[src/rtl/smc_pkg.sv]
package smc_pkg;

  localparam int FRAC_BITS  = 24;
  localparam int ANGLE_W    = 32;
  localparam int THR_W      = 25;
  localparam int PERIOD_W   = 31;
  localparam int SINE_W     = 27;
  localparam int TERMS_W    = 5;
  localparam int TERM_W     = 32;
  localparam int PROD_W     = 64;
  localparam int DIV_W      = 13;
  localparam int KIDX_W     = 5;
  localparam int PC_W       = 4;
  localparam int SINE_LIMIT = 33554432;

  localparam logic [THR_W-1:0]    THR_RESET    = 25'd168;
  localparam logic [PERIOD_W-1:0] PERIOD_RESET = 31'd105360916;
  localparam logic [TERM_W-1:0]   TERM_CAP     = 32'hFFFF_FFFF;

  typedef enum logic [0:0] {
    REG_THRESHOLD = 1'b0,
    REG_PERIOD    = 1'b1
  } reg_idx_t;

  typedef enum logic [3:0] {
    OP_NOP,
    OP_LOAD,
    OP_RED,
    OP_RED_FIX,
    OP_INIT,
    OP_ACC,
    OP_MUL_TX,
    OP_SAT,
    OP_MUL_PX,
    OP_MUL_RCP,
    OP_MUL_DIV,
    OP_FIX,
    OP_DONE
  } op_t;

  typedef enum logic [2:0] {
    C_NEVER,
    C_ALWAYS,
    C_NO_INPUT,
    C_IN_RANGE,
    C_REM_BUSY,
    C_TERM_LOW,
    C_MORE,
    C_OUT_FULL
  } cond_t;

  typedef logic [PC_W-1:0] pc_t;

  typedef struct packed {
    op_t   op;
    cond_t cond;
    pc_t   target;
  } ucode_t;

  typedef struct packed {
    logic                start;
    logic [ANGLE_W-1:0]  dividend;
    logic [PERIOD_W-1:0] divisor;
  } rem_req_t;

  typedef struct packed {
    logic                busy;
    logic [PERIOD_W-1:0] rem;
  } rem_stat_t;

  localparam pc_t ST_IDLE   = 4'd0;
  localparam pc_t ST_RED    = 4'd1;
  localparam pc_t ST_REMW   = 4'd2;
  localparam pc_t ST_REMFIX = 4'd3;
  localparam pc_t ST_INIT   = 4'd4;
  localparam pc_t ST_ACC    = 4'd5;
  localparam pc_t ST_M1     = 4'd6;
  localparam pc_t ST_S1     = 4'd7;
  localparam pc_t ST_M2     = 4'd8;
  localparam pc_t ST_S2     = 4'd9;
  localparam pc_t ST_M3     = 4'd10;
  localparam pc_t ST_M4     = 4'd11;
  localparam pc_t ST_FIX    = 4'd12;
  localparam pc_t ST_DONE   = 4'd13;
  localparam pc_t ST_RET    = 4'd14;

  // (2k)(2k+1) for k = index+1
  localparam logic [DIV_W-1:0] DIVISOR [32] = '{
    13'd6,    13'd20,   13'd42,   13'd72,   13'd110,  13'd156,  13'd210,  13'd272,
    13'd342,  13'd420,  13'd506,  13'd600,  13'd702,  13'd812,  13'd930,  13'd1056,
    13'd1190, 13'd1332, 13'd1482, 13'd1640, 13'd1806, 13'd1980, 13'd2162, 13'd2352,
    13'd2550, 13'd2756, 13'd2970, 13'd3192, 13'd3422, 13'd3660, 13'd3906, 13'd4160
  };

  // floor(2^32 / divisor); quotient estimate is low by at most one
  localparam logic [TERM_W-1:0] RECIP [32] = '{
    32'd715827882, 32'd214748364, 32'd102261126, 32'd59652323,
    32'd39045157,  32'd27531841,  32'd20452225,  32'd15790320,
    32'd12558383,  32'd10226112,  32'd8488077,   32'd7158278,
    32'd6118187,   32'd5289368,   32'd4618244,   32'd4067203,
    32'd3609216,   32'd3224449,   32'd2898088,   32'd2618882,
    32'd2378165,   32'd2169175,   32'd1986571,   32'd1826091,
    32'd1684300,   32'd1558406,   32'd1446116,   32'd1345541,
    32'd1255104,   32'd1173488,   32'd1099582,   32'd1032444
  };

  function automatic ucode_t smc_ucode(pc_t pc);
    ucode_t w;
    w = '{op: OP_NOP, cond: C_ALWAYS, target: ST_IDLE};
    unique case (pc)
      ST_IDLE:   w = '{op: OP_LOAD,    cond: C_NO_INPUT, target: ST_IDLE};
      ST_RED:    w = '{op: OP_RED,     cond: C_IN_RANGE, target: ST_INIT};
      ST_REMW:   w = '{op: OP_NOP,     cond: C_REM_BUSY, target: ST_REMW};
      ST_REMFIX: w = '{op: OP_RED_FIX, cond: C_NEVER,    target: ST_IDLE};
      ST_INIT:   w = '{op: OP_INIT,    cond: C_NEVER,    target: ST_IDLE};
      ST_ACC:    w = '{op: OP_ACC,     cond: C_TERM_LOW, target: ST_DONE};
      ST_M1:     w = '{op: OP_MUL_TX,  cond: C_NEVER,    target: ST_IDLE};
      ST_S1:     w = '{op: OP_SAT,     cond: C_NEVER,    target: ST_IDLE};
      ST_M2:     w = '{op: OP_MUL_PX,  cond: C_NEVER,    target: ST_IDLE};
      ST_S2:     w = '{op: OP_SAT,     cond: C_NEVER,    target: ST_IDLE};
      ST_M3:     w = '{op: OP_MUL_RCP, cond: C_NEVER,    target: ST_IDLE};
      ST_M4:     w = '{op: OP_MUL_DIV, cond: C_NEVER,    target: ST_IDLE};
      ST_FIX:    w = '{op: OP_FIX,     cond: C_MORE,     target: ST_ACC};
      ST_DONE:   w = '{op: OP_DONE,    cond: C_OUT_FULL, target: ST_DONE};
      ST_RET:    w = '{op: OP_NOP,     cond: C_ALWAYS,   target: ST_IDLE};
      default:   w = '{op: OP_NOP,     cond: C_ALWAYS,   target: ST_IDLE};
    endcase
    return w;
  endfunction

endpackage

[src/rtl/smc_rem.sv]
module smc_rem (
  input  logic                clk,
  input  logic                rst_n,
  input  smc_pkg::rem_req_t   req,
  output smc_pkg::rem_stat_t  stat
);

  localparam int AW    = smc_pkg::ANGLE_W;
  localparam int PW    = smc_pkg::PERIOD_W;
  localparam int CNT_W = $clog2(AW);

  logic            busy_r, busy_nxt;
  logic [CNT_W-1:0] cnt_r, cnt_nxt;
  logic [AW-1:0]   dvd_r, dvd_nxt;
  logic [PW-1:0]   dvs_r, dvs_nxt;
  logic [PW-1:0]   rem_r, rem_nxt;
  logic [PW:0]     trial;
  logic            fits;

  // restoring remainder, one dividend bit per cycle
  assign trial = {rem_r, dvd_r[AW-1]};
  assign fits  = trial >= {1'b0, dvs_r};

  always_comb begin
    busy_nxt = busy_r;
    cnt_nxt  = cnt_r;
    dvd_nxt  = dvd_r;
    dvs_nxt  = dvs_r;
    rem_nxt  = rem_r;
    if (req.start) begin
      busy_nxt = 1'b1;
      cnt_nxt  = '0;
      dvd_nxt  = req.dividend;
      dvs_nxt  = req.divisor;
      rem_nxt  = '0;
    end else if (busy_r) begin
      dvd_nxt = {dvd_r[AW-2:0], 1'b0};
      rem_nxt = fits ? PW'(trial - {1'b0, dvs_r}) : PW'(trial);
      cnt_nxt = cnt_r + 1'b1;
      if (cnt_r == CNT_W'(AW - 1)) begin
        busy_nxt = 1'b0;
      end
    end
  end

  always_ff @(posedge clk) begin
    if (!rst_n) begin
      busy_r <= 1'b0;
      cnt_r  <= '0;
    end else begin
      busy_r <= busy_nxt;
      cnt_r  <= cnt_nxt;
    end
  end

  always_ff @(posedge clk) begin
    dvd_r <= dvd_nxt;
    dvs_r <= dvs_nxt;
    rem_r <= rem_nxt;
  end

  assign stat.busy = busy_r;
  assign stat.rem  = rem_r;

endmodule

[src/rtl/sine_maclaurin_series.sv]
// The series stops at the first term below the threshold, or when MAX_TERMS terms have been
//   summed; an angle outside [0, period] first waits on the remainder unit for range reduction.
// Throughput: one item at a time, set by the 32-step remainder unit and the one shared
//   32x32 multiplier; in_tready returns via the return step to idle after the result is loaded,
//   so a new angle is accepted only after the last result is loaded, which waits on out stalls.
// Reset (rst_n low, synchronous): sequencer to idle, output empty, threshold 168, period 105360916.
module sine_maclaurin_series #(
  parameter int MAX_TERMS = 16
) (
  input  logic        clk,
  input  logic        rst_n,
  input  logic        in_tvalid,
  output logic        in_tready,
  input  logic [31:0] in_tdata,     // [31:0] angle
  output logic        out_tvalid,
  input  logic        out_tready,
  output logic [63:0] out_tdata,    // [26:0] sine_value, [57:27] reduced_angle,
                                    // [62:58] terms_used, [63] zero
  output logic [0:0]  out_tuser,    // [0] not_converged
  input  logic        cfg_psel,
  input  logic        cfg_penable,
  input  logic        cfg_pwrite,
  input  logic [2:0]  cfg_paddr,
  input  logic [31:0] cfg_pwdata,
  output logic [31:0] cfg_prdata,
  output logic        cfg_pready
);

  localparam int AW     = smc_pkg::ANGLE_W;
  localparam int PW     = smc_pkg::PERIOD_W;
  localparam int TW     = smc_pkg::TERM_W;
  localparam int FB     = smc_pkg::FRAC_BITS;
  localparam int N_W    = $clog2(MAX_TERMS);
  localparam int USED_W = $clog2(MAX_TERMS + 1);
  localparam int ACC_W  = TW + $clog2(MAX_TERMS) + 1;
  localparam logic signed [ACC_W-1:0] SINE_HI = ACC_W'(smc_pkg::SINE_LIMIT);
  localparam logic signed [ACC_W-1:0] SINE_LO = -SINE_HI;

  // configuration
  logic [smc_pkg::THR_W-1:0] thr_r;
  logic [PW-1:0]             period_r;
  logic                      cfg_wr;

  assign cfg_pready = 1'b1;
  assign cfg_wr     = cfg_psel && cfg_penable && cfg_pwrite;

  always_ff @(posedge clk) begin
    if (!rst_n) begin
      thr_r    <= smc_pkg::THR_RESET;
      period_r <= smc_pkg::PERIOD_RESET;
    end else if (cfg_wr) begin
      if (cfg_paddr[2] == smc_pkg::REG_THRESHOLD) begin
        thr_r <= cfg_pwdata[smc_pkg::THR_W-1:0];
      end else begin
        period_r <= cfg_pwdata[PW-1:0];
      end
    end
  end

  assign cfg_prdata = (cfg_paddr[2] == smc_pkg::REG_PERIOD) ? {1'b0, period_r}
                                                             : 32'(thr_r);

  // sequencer
  smc_pkg::pc_t    pc_r, pc_nxt;
  smc_pkg::ucode_t uc;
  logic            jump;

  // datapath
  logic [AW-1:0]            angle_r, angle_nxt;
  logic [PW-1:0]            x_r, x_nxt;
  logic [TW-1:0]            t_r, t_nxt;
  logic [TW-1:0]            p_r, p_nxt;
  logic [TW-1:0]            q_r, q_nxt;
  logic [smc_pkg::PROD_W-1:0] prod_r, prod_nxt;
  logic signed [ACC_W-1:0]  acc_r, acc_nxt;
  logic [USED_W-1:0]        used_r, used_nxt;
  logic [N_W-1:0]           n_r, n_nxt;

  logic [TW-1:0]            mul_a, mul_b;
  logic [smc_pkg::PROD_W-1:0] mul_p;
  logic [TW-1:0]            sat_p;
  logic [smc_pkg::KIDX_W-1:0] kidx;
  logic [smc_pkg::DIV_W-1:0]  div_k;
  logic [TW-1:0]            rcp_k;
  logic [TW-1:0]            fix_rem;

  logic                     neg;
  logic [AW-1:0]            mag;
  logic [PW-1:0]            period_eff;
  logic                     in_range;
  logic                     term_low;
  logic                     last_term;
  smc_pkg::rem_req_t        rem_req;
  smc_pkg::rem_stat_t       rem_stat;

  // output register
  logic                      out_tvalid_r, out_tvalid_nxt;
  logic [63:0]               out_data_r, out_data_nxt;
  logic                      out_nc_r, out_nc_nxt;
  logic                      out_full;
  logic                      out_load;
  logic signed [ACC_W-1:0]   sine_sat;

  assign uc = smc_pkg::smc_ucode(pc_r);

  assign neg        = angle_r[AW-1];
  assign mag        = neg ? (~angle_r + 1'b1) : angle_r;
  assign period_eff = (period_r == '0) ? PW'(1) : period_r;
  assign in_range   = !neg && (angle_r <= {1'b0, period_eff});
  assign term_low   = t_r < TW'(thr_r);
  assign last_term  = n_r == N_W'(MAX_TERMS - 1);
  assign out_full   = out_tvalid_r && !out_tready;

  assign kidx  = smc_pkg::KIDX_W'(n_r);
  assign div_k = smc_pkg::DIVISOR[kidx];
  assign rcp_k = smc_pkg::RECIP[kidx];

  assign sat_p   = (prod_r[smc_pkg::PROD_W-1:TW+FB] != '0) ? smc_pkg::TERM_CAP
                                                          : prod_r[TW+FB-1:FB];
  // q*d never exceeds p, so the low word holds it exactly
  assign fix_rem = p_r - prod_r[TW-1:0];

  assign rem_req.start    = (uc.op == smc_pkg::OP_RED) && !in_range;
  assign rem_req.dividend = mag;
  assign rem_req.divisor  = period_eff;

  smc_rem u_rem (
    .clk   (clk),
    .rst_n (rst_n),
    .req   (rem_req),
    .stat  (rem_stat)
  );

  always_comb begin
    unique case (uc.cond)
      smc_pkg::C_NEVER:    jump = 1'b0;
      smc_pkg::C_ALWAYS:   jump = 1'b1;
      smc_pkg::C_NO_INPUT: jump = !in_tvalid;
      smc_pkg::C_IN_RANGE: jump = in_range;
      smc_pkg::C_REM_BUSY: jump = rem_stat.busy;
      smc_pkg::C_TERM_LOW: jump = term_low;
      smc_pkg::C_MORE:     jump = !last_term;
      smc_pkg::C_OUT_FULL: jump = out_full;
      default:             jump = 1'b0;
    endcase
    pc_nxt = jump ? uc.target : pc_r + 1'b1;
  end

  assign in_tready = uc.op == smc_pkg::OP_LOAD;

  always_comb begin
    unique case (uc.op)
      smc_pkg::OP_MUL_TX:  begin mul_a = t_r;               mul_b = {1'b0, x_r}; end
      smc_pkg::OP_MUL_PX:  begin mul_a = p_r;               mul_b = {1'b0, x_r}; end
      smc_pkg::OP_MUL_RCP: begin mul_a = p_r;               mul_b = rcp_k;       end
      smc_pkg::OP_MUL_DIV: begin mul_a = prod_r[63:32];     mul_b = TW'(div_k);  end
      default:             begin mul_a = t_r;               mul_b = {1'b0, x_r}; end
    endcase
  end

  assign mul_p = mul_a * mul_b;

  always_comb begin
    if (acc_r > SINE_HI) begin
      sine_sat = SINE_HI;
    end else if (acc_r < SINE_LO) begin
      sine_sat = SINE_LO;
    end else begin
      sine_sat = acc_r;
    end
  end

  assign out_load = (uc.op == smc_pkg::OP_DONE) && !out_full;

  always_comb begin
    angle_nxt    = angle_r;
    x_nxt        = x_r;
    t_nxt        = t_r;
    p_nxt        = p_r;
    q_nxt        = q_r;
    prod_nxt     = prod_r;
    acc_nxt      = acc_r;
    used_nxt     = used_r;
    n_nxt        = n_r;
    out_data_nxt = out_data_r;
    out_nc_nxt   = out_nc_r;
    unique case (uc.op)
      smc_pkg::OP_LOAD: begin
        if (in_tvalid) begin
          angle_nxt = in_tdata;
        end
      end
      smc_pkg::OP_RED: begin
        if (in_range) begin
          x_nxt = angle_r[PW-1:0];
        end
      end
      smc_pkg::OP_RED_FIX: begin
        if (!neg) begin
          x_nxt = rem_stat.rem;
        end else if (rem_stat.rem != '0) begin
          x_nxt = period_eff - rem_stat.rem;
        end else begin
          x_nxt = '0;
        end
      end
      smc_pkg::OP_INIT: begin
        t_nxt    = {1'b0, x_r};
        acc_nxt  = '0;
        used_nxt = '0;
        n_nxt    = '0;
      end
      smc_pkg::OP_ACC: begin
        if (!term_low) begin
          // odd-indexed terms are subtracted
          acc_nxt  = n_r[0] ? acc_r - $signed({{(ACC_W-TW){1'b0}}, t_r})
                            : acc_r + $signed({{(ACC_W-TW){1'b0}}, t_r});
          used_nxt = used_r + 1'b1;
        end
      end
      smc_pkg::OP_MUL_TX,
      smc_pkg::OP_MUL_PX,
      smc_pkg::OP_MUL_RCP: begin
        prod_nxt = mul_p;
      end
      smc_pkg::OP_SAT: begin
        p_nxt = sat_p;
      end
      smc_pkg::OP_MUL_DIV: begin
        q_nxt    = prod_r[63:32];
        prod_nxt = mul_p;
      end
      smc_pkg::OP_FIX: begin
        t_nxt = (fix_rem >= TW'(div_k)) ? q_r + 1'b1 : q_r;
        n_nxt = n_r + 1'b1;
      end
      smc_pkg::OP_DONE: begin
        if (out_load) begin
          out_data_nxt = {1'b0, smc_pkg::TERMS_W'(used_r), x_r,
                          sine_sat[smc_pkg::SINE_W-1:0]};
          out_nc_nxt   = (used_r == USED_W'(MAX_TERMS)) && !term_low;
        end
      end
      default: begin
      end
    endcase
  end

  always_comb begin
    if (out_load) begin
      out_tvalid_nxt = 1'b1;
    end else if (out_tready) begin
      out_tvalid_nxt = 1'b0;
    end else begin
      out_tvalid_nxt = out_tvalid_r;
    end
  end

  always_ff @(posedge clk) begin
    if (!rst_n) begin
      pc_r         <= smc_pkg::ST_IDLE;
      out_tvalid_r <= 1'b0;
    end else begin
      pc_r         <= pc_nxt;
      out_tvalid_r <= out_tvalid_nxt;
    end
  end

  always_ff @(posedge clk) begin
    angle_r    <= angle_nxt;
    x_r        <= x_nxt;
    t_r        <= t_nxt;
    p_r        <= p_nxt;
    q_r        <= q_nxt;
    prod_r     <= prod_nxt;
    acc_r      <= acc_nxt;
    used_r     <= used_nxt;
    n_r        <= n_nxt;
    out_data_r <= out_data_nxt;
    out_nc_r   <= out_nc_nxt;
  end

  assign out_tvalid = out_tvalid_r;
  assign out_tdata  = out_data_r;
  assign out_tuser  = out_nc_r;

  a_rem_wait: assert property (@(posedge clk) disable iff (!rst_n)
    rem_stat.busy |-> pc_r == smc_pkg::ST_REMW)
    else $error("remainder unit busy outside its wait step");

  a_used_bound: assert property (@(posedge clk) disable iff (!rst_n)
    pc_r == smc_pkg::ST_ACC |-> used_r < USED_W'(MAX_TERMS))
    else $error("term count reached limit at accumulate step");

  a_quot_low: assert property (@(posedge clk) disable iff (!rst_n)
    pc_r == smc_pkg::ST_FIX |-> prod_r[TW-1:0] <= p_r)
    else $error("quotient estimate above true quotient");

  a_quot_err: assert property (@(posedge clk) disable iff (!rst_n)
    pc_r == smc_pkg::ST_FIX |-> fix_rem < (TW'(div_k) + TW'(div_k)))
    else $error("quotient estimate low by more than one");

  a_out_load: assert property (@(posedge clk) disable iff (!rst_n)
    out_load |=> out_tvalid_r)
    else $error("result not presented after load");

endmodule
[config.mk]
export PLATFORM = sky130hd
export DESIGN_NAME = sine_maclaurin_series
export DESIGN_NICKNAME = d
export VERILOG_FILES = /design/src/rtl/smc_pkg.sv /design/src/rtl/smc_rem.sv /design/src/rtl/sine_maclaurin_series.sv
export SDC_FILE = /design/constraint.sdc
export NUM_CORES = 2
export LEC_CHECK = 0
export BUFFER_PORTS_ARGS = -buffer_cell sky130_fd_sc_hd__buf_2
export CAP_MARGIN = 20
export CORE_AREA = 3 3 378 380
export DETAILED_ROUTE_END_ITERATION = 12
export DIE_AREA = 0 0 381 383
export PLACE_DENSITY = 0.69
export SLEW_MARGIN = 10
export SYNTH_ARGS = -nofsm -noshare
export SYNTH_HDL_FRONTEND = slang
export SYNTH_SLANG_ARGS = --single-unit
export TNS_END_PERCENT = 1
[constraint.sdc]
create_clock -name clk -period 10.7 [get_ports clk]
set_input_delay 0.535 -clock clk [delete_from_list [all_inputs] [get_ports clk]]
set_output_delay 0.535 -clock clk [all_outputs]
set_load 0.02 [all_outputs]
[Yosys cells after proc, flatten, opt, wreduce, memory -nomap -nowiden]
Memories as Yosys holds them, arrays and structs flattened. A register that Yosys moved wholly into a read port is not among the register bits.
Cells that the tools add are included.
Storage, ports and cells
  memory bits (read-only): 1616
  input port bits: 74
  register bits: 494
  memories kept: 3
  logic and storage cells: 138
  output and inout port bits: 100
Operators by class
  muxes and demuxes: 33
  add/subtract/negate cells: 11
  magnitude comparators: 7
  bitwise operators: 4
  reduce and logical (&&, ||, !) cells: 33
  equal/unequal tests: 24
  multiply operators: 1
Memories
  (name not given): words 32, bits a word 32, rd ports 1, clocked after memory_dff 0, write ports 0, line sine_maclaurin_series.sv:116  | assign rcp_k = smc_pkg::RECIP[kidx];
  (name not given): words 32, bits a word 13, rd ports 1, clocked after memory_dff 0, write ports 0, line sine_maclaurin_series.sv:115  | assign div_k = smc_pkg::DIVISOR[kidx];
  (name not given): words 16, bits a word 11, rd ports 1, clocked after memory_dff 1, write ports 0, line smc_pkg.sv:110  | unique case (pc)
Operators by type and width (number)
  $mux 32: 6
  $pmux 32 s2: 3
  $mux 31: 6
  $mux 37: 2
  $pmux 37 s2: 1
  $add 32x1->32 const B: 2
  $mul 32x32->64: 1
  $pmux 31 s2: 1
  $sub 31x31->31: 2
  $add 37x33->37: 1
  $gt 37x27->1 const B: 1
  $lt 37x26->1 const B: 1
  $sub 37x33->37: 1
  $ge 32x13->1: 1
  $ge 32x31->1: 1
  $le 32x31->1: 1
  $lt 32x25->1: 1
  $not 32->32: 1
  $sub 32x32->32: 1
  $logic_not 31->1: 1
  $reduce_bool 31->1: 1
  $mux 27: 1
  $mux 13: 2
  $eq 4x4->1 const B: 6
  27 further kinds: 68

[Depth between registers and ports, before layout]
  depth after elaboration: 7
  depth in mapped cells: 40
  depth with buffers taken out: 38

[Cells and area by module]
From an unflattened synthesis, not the netlist that was laid out.
Unflattened totals
  cell total of the unflattened synthesis: 6981
  area total of the unflattened synthesis: 63315.7 um2
Modules (own cells, without submodules)
  sine_maclaurin_series: cells an instance 6393, instances 1, seq. area each 11441.0 um2, area each 57521.4 um2
  smc_rem: cells an instance 588, instances 1, seq. area each 2632.5 um2, area each 5794.3 um2

[Worst setup path before layout]
No wires, ideal clock.
  path type: reg-to-reg
  from: register n_r[0]
  to: register prod_r[45] (netlist bit), data pin
  data required time: 10441 ps
  library setup time: 259 ps
  setup slack: 1567 ps
  stages on the path, launching flop included: 35
  data arrival time: 8874 ps
  path buffers: 1
  period minus slack after synthesis: 9133 ps
  cell sequence: edfxtp_1 inv_1 ha_1 nand2b_1 a31oi_1 nor2_1 a211oi_1 nor2_1 fa_1 fa_1 inv_1 fa_1 inv_1 fa_1 inv_1 fa_1 inv_1 fa_1 fa_1 inv_1 fa_1 inv_1 ha_1 clkbuf_1 a21oi_1 o21ai_0 o41ai_1 nor4_1 a21oi_1 o21ai_0 a221o_1 a21oi_1 o21ai_1 a21oi_1 xnor2_1
Between the ends
  cells in the longest elaborated chain, start to end: 6
  elaborated cells on any way between the ends: 9
  those cells by class: mul (1); mux (5); bitwise (1); memory (2)
Ends and longest elaborated chain
  from (decl): line sine_maclaurin_series.sv:77  | logic [N_W-1:0] n_r, n_nxt;
  from (signal assigned): line sine_maclaurin_series.sv:278  | n_r <= n_nxt;
  $not 4->6 (implied by the code): line sine_maclaurin_series.sv:115
  $mem_v2 32x13
  $mux 13 (implied by the code) (2 in series): line sine_maclaurin_series.sv:115
  named net div_k, one bit: line sine_maclaurin_series.sv:83  | logic [smc_pkg::DIV_W-1:0] div_k;
  $pmux 32 s2: line sine_maclaurin_series.sv:152  | unique case (uc.op)
  $mul 32x32->64: line sine_maclaurin_series.sv:161  | assign mul_p = mul_a * mul_b;
  named net mul_p, one bit: line sine_maclaurin_series.sv:80  | logic [smc_pkg::PROD_W-1:0] mul_p;
  to (signal assigned): line sine_maclaurin_series.sv:275  | prod_r <= prod_nxt;
  to (decl): line sine_maclaurin_series.sv:74  | logic [smc_pkg::PROD_W-1:0] prod_r, prod_nxt;
The timed path passes the listed nets, and every way through them passes these cells. The select of a mux whose other input is x is not followed.
A chain may end at the register's enable or synchronous reset.

[Worst setup path after layout]
  from: register uc[9] (netlist name)
  to: register prod_r[61] (netlist bit), data pin
Between the ends
  cells in the longest elaborated chain, start to end: 4
  elaborated cells on any way between the ends: 7
  those cells by class: mul (1); eq/ne (3); mux (2); reduce/logical (1)
Ends and longest elaborated chain (line)
  $eq 4x4->1: sine_maclaurin_series.sv:152
  $reduce_or 2->1 (no source line)
  $pmux 32 s2: sine_maclaurin_series.sv:152
  $mul 32x32->64 (*): sine_maclaurin_series.sv:161
  named net mul_p, one bit: sine_maclaurin_series.sv:80
Mark *: on every way through the listed nets, which the timed path passes. The rest lies on a longest branch.

==> results by group <==
Worst hold path
  – Hold Crit Class: primary input to flip-flop

Layout
  – P&R area growth vs syn: 8.42%
  – Fillers: 13,222
  – Share of layout cells above drive strength 1: 0.0804
  – Nets@finish: 8,416
  – Final Util: 0.487
  – Fin cells: 8,883

Synth
  – Asr flop ratio synth: 0
  – Register bit count reported by yosys: 505
  – Post-synth cell types: 92
  – Yosys Warn Count: 0
  – Syn avg cell area: 9.06 um^2
  – Synthesized area: 62,600 um^2
  – Number of enable flip-flop cells after synthesis: 396
  – Seq/Total Area, Yosys: 0.225
  – Post-synth top flop: edfxtp_1
  – Cell count after synthesis: 6,911

Detailed routing
  – DRT antenna net count: 0
  – Drt via density: 5.77
  – Iter 0 DRT Violations: 5,184
  – Vias: 51,214
  – DRC viols: 0
  – Pre-antenna DRT Iters: 8
  – Final wirelength: 207,000 um
  – Routed length per instance: 23.3 um

Global route
  – First-pass GRT wire length: 314,000 um
  – All-Layer GR Usage: 0.283
  – Total grt overflow: 0
  – Vias in the first global route: 50,806
  – Antenna violations before repair: 5
  – Largest net degree at the start of global routing: 87

Floorplanning
  – Die Wd: 381 um
  – Row Count: 137
  – Starting Density: 0.449
  – Die area: 146,000 um^2
  – Placeable Area: 140,000 um^2
  – Die Y: 383 um
  – Ports: 174

Timing
  – Unrepaired setup endpoints after global routing: false
  – Slew headroom: 0.244
  – Final Hold Fails: 0
  – Setup violators final: 0
  – Max Slew Vio Count: 0
  – Total Neg Setup Slack: 0 ps
  – Period utilization: 0.953
  – Worst Tran Pin Value: 1130 ps
  – Skew final: 28.2 ps
  – F_max: 98.1 MHz
  – Final Critical Period: 10,200 ps

Clock network
  – Hold-fix buffers at CTS: 0
  – Post-CTS resize count: 0
  – CTS tree: built
  – Clk slew on worst S/H paths: 60 ps
  – CTS Sinks: 505
  – Worst-skew pair later-pin latency: 620 ps
  – CTS Root Cell: clkbuf_16
  – Cts bufs inserted: 50
  – Clk buf depth: 3
  – Setup repair bufs after CTS: 0
  – H-tree depth: 2

Critical path
  – WS Path Type: flip-flop to flip-flop
  – Max FO, Critical Path: 18
  – Largest stage delay on the critical path: 760 ps
  – Crit end category: flip-flop
  – Buffer and inverter count on the worst path: 8
  – CP delay by family, top: adder cells
  – Slowest cell on the critical path: a22o_1
  – Req. time, crit path: 11,050 ps
  – Crit path DAT: 10,540 ps
  – Crit path top cell by count: fa_1
  – Worst Setup Start Kind: flip-flop

Run
  – Maxcap violations: 0

Placed design
  – Port Buf Inserts: 167
  – Placed insts: 8,783
  – GPL Wtd Cong: 0.983
  – HPWL Detailed: 166,000 um

Outcome
  – Status: finished clean
layout by cell type (no fill, tap or decap), types with 128 or more instances in the layout:
cell / instances
fa_1: 871
nand2_1: 705
buf_2: 167
a21o_1: 128
inv_1: 1077
xnor2_1: 137
o21ai_0: 159
buf_4: 181
a21oi_1: 273
nor2_1: 920
ha_1: 507
edfxtp_1: 396
area by class of cell:
class	instances	area [um^2]	area share
Multi-Input combinational cell	4968	43400	0.639
Sequential cell	505	14100	0.207
Tap cell	1876	2350	0.0346
Antenna cell	2	5.00	0.0000737
Clock buffer	70	1490	0.0219
Clock inverter	23	209	0.00308
Inverter	1083	4070	0.0599
Timing Repair Buffer	356	2320	0.0342
sequential cells by signal (all words and copies together), names as in the netlist, 32 cells and up:
register     flops
acc_r           37
angle_r         32
out_tdata       63
p_r             32
prod_r          64
q_r             32
t_r             32
u_rem.dvd_r     32
synth_stat cells, types with 10 or more instances:
master | n | area [um^2]
a211o_1 | 12 | 105
a211oi_1 | 58 | 435
a21boi_0 | 45 | 338
a21o_1 | 128 | 961
a21oi_1 | 280 | 1400
a221oi_1 | 29 | 254
a22oi_1 | 13 | 97.6
a31oi_1 | 30 | 188
and2_1 | 32 | 200
and3_1 | 27 | 169
buf_1 | 17 | 63.8
clkbuf_1 | 325 | 1220
dfxtp_1 | 109 | 2180
edfxtp_1 | 396 | 11900
fa_1 | 871 | 17400
ha_1 | 507 | 6340
inv_1 | 1077 | 4040
mux2i_1 | 23 | 230
nand2_1 | 707 | 2650
nand2b_1 | 71 | 444
nand3_1 | 99 | 495
nand4_1 | 43 | 269
nor2_1 | 923 | 3460
nor2b_1 | 57 | 357
nor3_1 | 64 | 320
nor4_1 | 45 | 282
o211ai_1 | 61 | 458
o21a_1 | 71 | 533
o21ai_0 | 173 | 866
o21ai_1 | 42 | 210
o21bai_1 | 28 | 210
o22ai_1 | 40 | 250
o31ai_1 | 19 | 143
o41ai_1 | 10 | 87.6
or2_2 | 48 | 300
or3_1 | 17 | 106
or4_1 | 31 | 233
xnor2_1 | 137 | 1200
xor2_1 | 90 | 788
final timing paths:
check	from	to	slack (ps)	depth (start not counted)
setup / recovery	uc[9]$_DFF_P_	prod_r[61]$_DFFE_PP_	500	33
hold / removal	in_tdata[24]	angle_r[24]$_DFFE_PP_	90	1
setup reg to reg	uc[9]$_DFF_P_	prod_r[61]$_DFFE_PP_	500	33
hold reg to reg	thr_r[6]$_SDFFE_PN0P_	thr_r[6]$_SDFFE_PN0P_	460	2
metrics by stage:
stage / cell area [um^2] / hold slack (ps) / setup WS [ps]
final: 67900 / 93.5 / 503
after global routing: 67900 / 75.7 / 134
after CTS: 67800 / 65.6 / 664
after detailed placement: 66100 / 459 / 736
after global placement: 66100 / 451 / 847
after floorplan: 62600 / 426 / 1570
per-layer routing:
layer  GRT usage  share of wire
met1       0.390           0.41
met2       0.440           0.44
met3      0.0493          0.096
met4       0.121          0.052
met5           0       0.000058
logic make-up after synthesis:
kind of cell             Yosys count  synth area share
AND/OR/NAND/NOR                 2195             0.153
adder cells (fa/ha/maj)         1378             0.380
other                              2          0.000120
buffers and inverters           1439            0.0871
AO/OA/AOI/OAI                   1135             0.119
multiplexers                      30           0.00529
XOR/XNOR                         227            0.0317
flip-flops                       505             0.225
Power is left out: the tool's default activity adds up to more than one toggle a clock period on the data nets, which glitch-free logic cannot reach.
